### src/hw/rtl/nsfd_pkg.sv
// ----------------------------------------------------------------------------
// nsfd_pkg
// Shared types and constants for the nibble split frame decoder.
// ----------------------------------------------------------------------------
`default_nettype none

package nsfd_pkg;

	localparam int MAX_DECODED = 1024;
	localparam int LEN_W       = 11;
	localparam int CNT_W       = 32;

	localparam logic [7:0] BYTE_START  = 8'h2A;
	localparam logic [7:0] BYTE_END    = 8'h3B;
	localparam logic [3:0] NIBBLE_MASK = 4'hF;

	localparam logic [LEN_W-1:0] MAX_LEN_RESET = LEN_W'(MAX_DECODED);

	typedef enum logic [2:0] {
		KIND_DATA     = 3'd0,
		KIND_END_OK   = 3'd1,
		KIND_RESTART  = 3'd2,
		KIND_ODD      = 3'd3,
		KIND_OVERFLOW = 3'd4
	} kind_t;

endpackage

`default_nettype wire

### src/hw/rtl/nibble_split_frame_decoder.sv
// ----------------------------------------------------------------------------
// nibble_split_frame_decoder
// Frame hunter and nibble pair decoder for raw link bytes.
// ----------------------------------------------------------------------------
// Usage:
//   Input channel (in_valid/in_ready, rx_byte): one raw link byte per request.
//   Output channel (out_valid/out_ready): kind, data_byte, dec_len,
//   frame_last, good_count, bad_count. At most one result per input byte.
//   Config channel (cfg_valid/cfg_ready, cfg_data): max_decoded_len, always
//   ready; write only while the block is idle.
// A result is registered and appears in the cycle after its byte is accepted.
// Throughput: one byte per cycle unless stalled. Frame state is updated by a
//   single pass of logic on accept and the result goes to one output register.
// Stall: while the output register holds an untaken result, in_ready follows
//   out_ready, so a byte is still taken in the cycle the result leaves.
// Reset: arst_n clears frame state, both totals and out_valid, but not the
//   output data fields; max_decoded_len returns to 1024.
// ----------------------------------------------------------------------------
`default_nettype none

module nibble_split_frame_decoder (
	input  wire                          clk,
	input  wire                          arst_n,
	input  wire                          cfg_valid,
	output logic                         cfg_ready,
	input  wire  [nsfd_pkg::LEN_W-1:0]   cfg_data,
	input  wire                          in_valid,
	output logic                         in_ready,
	input  wire  [7:0]                   rx_byte,
	output logic                         out_valid,
	input  wire                          out_ready,
	output nsfd_pkg::kind_t              kind,
	output logic [7:0]                   data_byte,
	output logic [nsfd_pkg::LEN_W-1:0]   dec_len,
	output logic                         frame_last,
	output logic [nsfd_pkg::CNT_W-1:0]   good_count,
	output logic [nsfd_pkg::CNT_W-1:0]   bad_count
);

	import nsfd_pkg::*;

	logic [LEN_W-1:0] max_len_q;
	logic             in_frame_q;
	logic             half_q;
	logic [3:0]       high_nib_q;
	logic [LEN_W-1:0] raw_count_q;
	logic [CNT_W-1:0] good_total_q;
	logic [CNT_W-1:0] bad_total_q;

	logic             in_fire;
	logic [LEN_W-1:0] limit;
	logic [LEN_W:0]   frame_raw;

	logic             in_frame_d;
	logic             half_d;
	logic [3:0]       high_nib_d;
	logic [LEN_W-1:0] raw_count_d;
	logic [CNT_W-1:0] good_total_d;
	logic [CNT_W-1:0] bad_total_d;
	logic             res_valid;
	kind_t            res_kind;
	logic [7:0]       res_data;
	logic [LEN_W-1:0] res_len;

	assign cfg_ready = 1'b1;
	assign in_ready  = !out_valid || out_ready;
	assign in_fire   = in_valid && in_ready;

	assign limit     = (max_len_q > MAX_LEN_RESET) ? MAX_LEN_RESET : max_len_q;
	// start byte + payload bytes held
	assign frame_raw = (LEN_W+1)'({raw_count_q, half_q}) + (LEN_W+1)'(1);

	always_comb begin
		in_frame_d   = in_frame_q;
		half_d       = half_q;
		high_nib_d   = high_nib_q;
		raw_count_d  = raw_count_q;
		good_total_d = good_total_q;
		bad_total_d  = bad_total_q;
		res_valid    = 1'b0;
		res_kind     = KIND_DATA;
		res_data     = 8'h00;
		res_len      = raw_count_q;
		if (!in_frame_q) begin
			if (rx_byte == BYTE_START) begin
				in_frame_d  = 1'b1;
				half_d      = 1'b0;
				high_nib_d  = 4'h0;
				raw_count_d = '0;
			end else begin
				bad_total_d = bad_total_q + CNT_W'(1);
			end
		end else if (rx_byte == BYTE_START) begin
			bad_total_d = bad_total_q + CNT_W'(frame_raw);
			half_d      = 1'b0;
			high_nib_d  = 4'h0;
			raw_count_d = '0;
			res_valid   = 1'b1;
			res_kind    = KIND_RESTART;
		end else if (rx_byte == BYTE_END) begin
			if (half_q) begin
				bad_total_d = bad_total_q + CNT_W'(frame_raw) + CNT_W'(1);
				res_kind    = KIND_ODD;
			end else begin
				good_total_d = good_total_q + CNT_W'(frame_raw) + CNT_W'(1);
				res_kind     = KIND_END_OK;
			end
			in_frame_d  = 1'b0;
			half_d      = 1'b0;
			high_nib_d  = 4'h0;
			raw_count_d = '0;
			res_valid   = 1'b1;
		end else if (!half_q) begin
			high_nib_d = rx_byte[3:0] & NIBBLE_MASK;
			half_d     = 1'b1;
		end else if (raw_count_q >= limit) begin
			bad_total_d = bad_total_q + CNT_W'(frame_raw) + CNT_W'(1);
			in_frame_d  = 1'b0;
			half_d      = 1'b0;
			high_nib_d  = 4'h0;
			raw_count_d = '0;
			res_valid   = 1'b1;
			res_kind    = KIND_OVERFLOW;
		end else begin
			raw_count_d = raw_count_q + LEN_W'(1);
			half_d      = 1'b0;
			res_valid   = 1'b1;
			res_kind    = KIND_DATA;
			res_data    = {high_nib_q, rx_byte[3:0] & NIBBLE_MASK};
			res_len     = raw_count_q + LEN_W'(1);
		end
	end

	always_ff @(posedge clk or negedge arst_n) begin
		if (!arst_n) begin
			max_len_q    <= MAX_LEN_RESET;
			in_frame_q   <= 1'b0;
			half_q       <= 1'b0;
			high_nib_q   <= 4'h0;
			raw_count_q  <= '0;
			good_total_q <= '0;
			bad_total_q  <= '0;
		end else begin
			if (cfg_valid && cfg_ready) begin
				max_len_q <= cfg_data;
			end
			if (in_fire) begin
				in_frame_q   <= in_frame_d;
				half_q       <= half_d;
				high_nib_q   <= high_nib_d;
				raw_count_q  <= raw_count_d;
				good_total_q <= good_total_d;
				bad_total_q  <= bad_total_d;
			end
		end
	end

	always_ff @(posedge clk or negedge arst_n) begin
		if (!arst_n) begin
			out_valid <= 1'b0;
		end else if (in_ready) begin
			out_valid <= in_fire && res_valid;
		end
	end

	always_ff @(posedge clk) begin
		if (in_fire && res_valid) begin
			kind       <= res_kind;
			data_byte  <= res_data;
			dec_len    <= res_len;
			frame_last <= (res_kind != KIND_DATA);
			good_count <= good_total_d;
			bad_count  <= bad_total_d;
		end
	end

	// checks
	a_last_kind: assert property (@(posedge clk) disable iff (!arst_n)
		out_valid |-> (frame_last == (kind != KIND_DATA)))
		else $error("frame_last does not match kind");

	a_data_len: assert property (@(posedge clk) disable iff (!arst_n)
		(out_valid && kind == KIND_DATA) |-> (dec_len != '0))
		else $error("data result with zero frame length");

	a_open: assert property (@(posedge clk) disable iff (!arst_n)
		(in_fire && !in_frame_q && rx_byte == BYTE_START) |=> in_frame_q)
		else $error("start byte did not open a frame");

	a_idle_clear: assert property (@(posedge clk) disable iff (!arst_n)
		!in_frame_q |-> (raw_count_q == '0 && !half_q))
		else $error("frame state left over outside a frame");

endmodule

`default_nettype wire
### config.mk
export PLATFORM = sky130hd
export DESIGN_NAME = nibble_split_frame_decoder
export DESIGN_NICKNAME = d
export VERILOG_FILES = /design/src/hw/rtl/nsfd_pkg.sv /design/src/hw/rtl/nibble_split_frame_decoder.sv
export SDC_FILE = /design/constraint.sdc
export NUM_CORES = 1
export LEC_CHECK = 0
export BUFFER_PORTS_ARGS = -buffer_cell sky130_fd_sc_hd__buf_2
export CAP_MARGIN = 10
export CELL_PAD_IN_SITES_DETAIL_PLACEMENT = 0
export CELL_PAD_IN_SITES_GLOBAL_PLACEMENT = 1
export CORE_UTILIZATION = 40
export CTS_CLUSTER_DIAMETER = 50
export DETAILED_ROUTE_END_ITERATION = 16
export MAX_ROUTING_LAYER = met4
export PLACE_DENSITY = 0.72
export SYNTH_ARGS = -nofsm -noshare
export SYNTH_HDL_FRONTEND = slang
export SYNTH_SLANG_ARGS = --single-unit
### constraint.sdc
create_clock -name clk -period 10.23 [get_ports clk]
set_input_delay 1.023 -clock clk [delete_from_list [all_inputs] [get_ports clk]]
set_output_delay 1.023 -clock clk [all_outputs]
set_load 0.02 [all_outputs]
==> flow_summary.ini <==
[synth]
yosysTopAreaCell = edfxtp_1
synth-seq-cells = 180
netlist_area_mm2 = 0.0114
yosysWarnings = 0
postSynthAreaPerCell_um2 = 9.44
ys_top_cells_by_area = edfxtp_1 (23%), dfrtp_1 (20%), xor2_1 (5.0%), nand2_1 (4.9%), xnor2_1 (4.8%)
synth_ff_type = dfrtp_1
synth_edf_count = 87
ys_types = 88
synth_nets = 1275
yosysTopAreaCellShare_pct = 22.9
yosysSeqAreaShare_pct = 43.3
postSynthCellCount = 1209
async_reset_ff_share_pct = 51.7

[timing]
setup_violations = 0
tightestPinTransition_ps = 945
final-hold-violation-count = 0
setup_tns_ps = 0
clock_skew_ps = 9.85
max_freq_mhz = 188
slew-limit-headroom_pct = 37.0
rsz0062_at_grt = false
hold_ws_ps = 439
fin_crit_ps = 5320
slew_violations = 0
finalWorstSetupSlack_ps = 4910
period_share_pct = 52.0

[finish]
drive_gt1_share_pct = 17.2
antenna_cells = 0
nNetsFinal = 1347
final_util_pct = 46.1
final_area_mm2 = 0.0129
area_growth_pct = 13.0

[clock_tree]
cts_buffers = 17
cts_sinks = 180
cts_tree = built
clkLatencyLatePin_ps = 450
post_cts_buffers = 0
cts_root_buffer = clkbuf_16
clk_pin_slew_ps = 70
postCtsHoldBufs = 0
ctsResizeCount = 0
cts_max_path_buffers = 2
htree_levels = 4

[route]
via_per_inst = 5.56
avgRoutedWirePerCell_um = 19.1
dr.pass1.iters = 5
postRouteAntennaNets = 0
vias = 9295
drc = 0
totalWireLength_um = 31900
drtIter0Drc = 716

[global_route]
grtUsageTotal_pct = 23.5
antenna_found_initial = 0
overflow = 0
grt_pass1_vias = 8962
grt_pass1_wl_um = 50800
grt_max_degree = 68

[floorplan]
ios = 114
die_h_um = 171
die_w_um = 171
core_mm2 = 0.0279
dieArea_mm2 = 0.0292
start_util_pct = 40.8
placement_rows = 61

[run_status]
outcome = completed

[job]
drv_cap = 0

[power_and_ir_drop]
ir_drop_mv = 0.112
power_leakage_uw = 0.00550
power.density_mw_per_mm2 = 184

[worst_setup_path]
start_kind = register
reg2reg_slack_ps = 4910
crit_path_start = raw_count_q[1]$_DFFE_PN0P_
critical_path.max_fanout = 8
arrival_ps = 5500
endpoint_kind = register
crit_type = reg2reg
r2r_start = raw_count_q[1]$_DFFE_PN0P_
cp.required_ps = 10410

[placed_design]
place.port_buffers = 112
routabilityCongestion = 0.925
dpl.hpwl_um = 22800
placed_area_mm2 = 0.0123
place_ws_ps = 4920

[hold_path]
min_path_type = reg2reg
min_from = good_total_q[0]$_DFFE_PN0P_
-- placed cells by master (no fill, tap or decap), types with 7 or more instances in the layout --
cell type | netlist | layout
nand2_1 | 149 | 149
or4_1 | 7 | 7
a21oi_1 | 46 | 46
a31oi_1 | 9 | 9
o21ai_0 | 76 | 76
nor3_1 | 43 | 42
o211ai_1 | 9 | 9
nand3_1 | 52 | 52
ha_1 | 40 | 40
and3_1 | 19 | 19
inv_1 | 28 | 27
dfrtp_1 | 92 | 91
and2_1 | 19 | 18
buf_4 | 4 | 15
nor2b_1 | 7 | 7
buf_2 | 6 | 111
nor2_1 | 95 | 95
mux2_2 | 26 | 26
xnor2_1 | 62 | 62
nor4_1 | 9 | 9
or3_1 | 9 | 9
o31ai_1 | 7 | 7
edfxtp_1 | 87 | 87
xor2_1 | 65 | 65
a21o_1 | 13 | 13
mux2i_1 | 8 | 8
clkbuf_16 | 0 | 17
nand4_1 | 34 | 34
o22ai_1 | 13 | 13
-- through the flow --
step / instances / total power, uW
after floorplan: 1209 / 1480
after global placement: 1640 / 1660
after detailed placement: 1640 / 1670
after CTS: 1672 / 2390
after global routing: 1672 / 2520
final: 1672 / 2380
-- power breakdown --
part | total, uW | internal [uW] | leakage, uW | switching, uW
clock network | 718 | 414 | 0.000307 | 304
registers | 949 | 828 | 0.00211 | 121
logic | 710 | 286 | 0.00308 | 424
total | 2380 | 1530 | 0.00550 | 849
-- layer usage --
metal	up-vias	routed length, um	track usage [%]
met5	-	0	-
met1	4503	14900	31.2
met3	27	1330	3.54
met4	0	450	6.29
li1	4529	-	-
met2	236	15200	37.3
-- flip-flops by register name (all words and copies together), names as in the netlist --
signal        cells
good_total_q     32
half_q            1
max_len_q        11
dec_len          11
high_nib_q        4
bad_count        32
raw_count_q      11
kind              3
frame_last        1
out_valid         1
bad_total_q      32
data_byte         8
in_frame_q        1
good_count       32
-- synthesized netlist by cell type, types with 8 or more instances --
cell type and n:
mux2_2 26, o22ai_1 13, o21ai_0 76, a21oi_1 46, edfxtp_1 87, and3_1 19, a31oi_1 9, inv_1 28
and2_1 19, xor2_1 65, or3_1 9, dfrtp_1 92, nor4_1 9, o211ai_1 9, nand2_1 149, nand4_1 34
nor2_1 95, ha_1 40, clkbuf_1 55, mux2i_1 8, a21o_1 13, xnor2_1 62, nand3_1 52, nor3_1 43
-- final timing paths --
path | endpoint | depth (start not counted)
max | bad_count[30]$_DFFE_PP_ | 16
min | good_total_q[0]$_DFFE_PN0P_ | 0
max reg2reg | bad_count[30]$_DFFE_PP_ | 16
min reg2reg | good_total_q[0]$_DFFE_PN0P_ | 0
max in group asynchronous | in_frame_q$_DFFE_PN0P_ | 2
min in group asynchronous | bad_total_q[23]$_DFFE_PN0P_ | 1
-- kinds of logic after synthesis --
kind of cell / Yosys count / share of synthesized area [%]
mux: 37 / 3.70
fa+ha+maj: 42 / 4.74
flops: 180 / 43.3
buf+inv: 101 / 3.53
other cells: 1 / 0.0329
compound gates: 245 / 14.4
xor+xnor: 127 / 9.75
simple gates: 476 / 20.5
-- cell type report --
cell class / count / area, um^2
clock buffer: 19 / 433
clock inverter: 13 / 195
fill: 2736 / 15000
inverter: 28 / 106
multi-input combinational: 928 / 6070
sequential: 180 / 4940
tap: 378 / 473
timing repair buffer: 126 / 668
-- worst max-delay path, stage by stage, from the launching register on --
cell	delay [ps]
dfrtp_1	480
ha_1	310
and3_1	260
and3_1	250
nand2_1	90
xnor2_1	340
ha_1	390
a21o_1	250
a221oi_1	490
o22ai_1	200
o211ai_1	320
xor2_1	170
nor4_1	730
nand3_1	210
o21a_1	230
nor3_1	230
o21ai_0	120
Note: power is estimated with default switching activity, not from simulation.
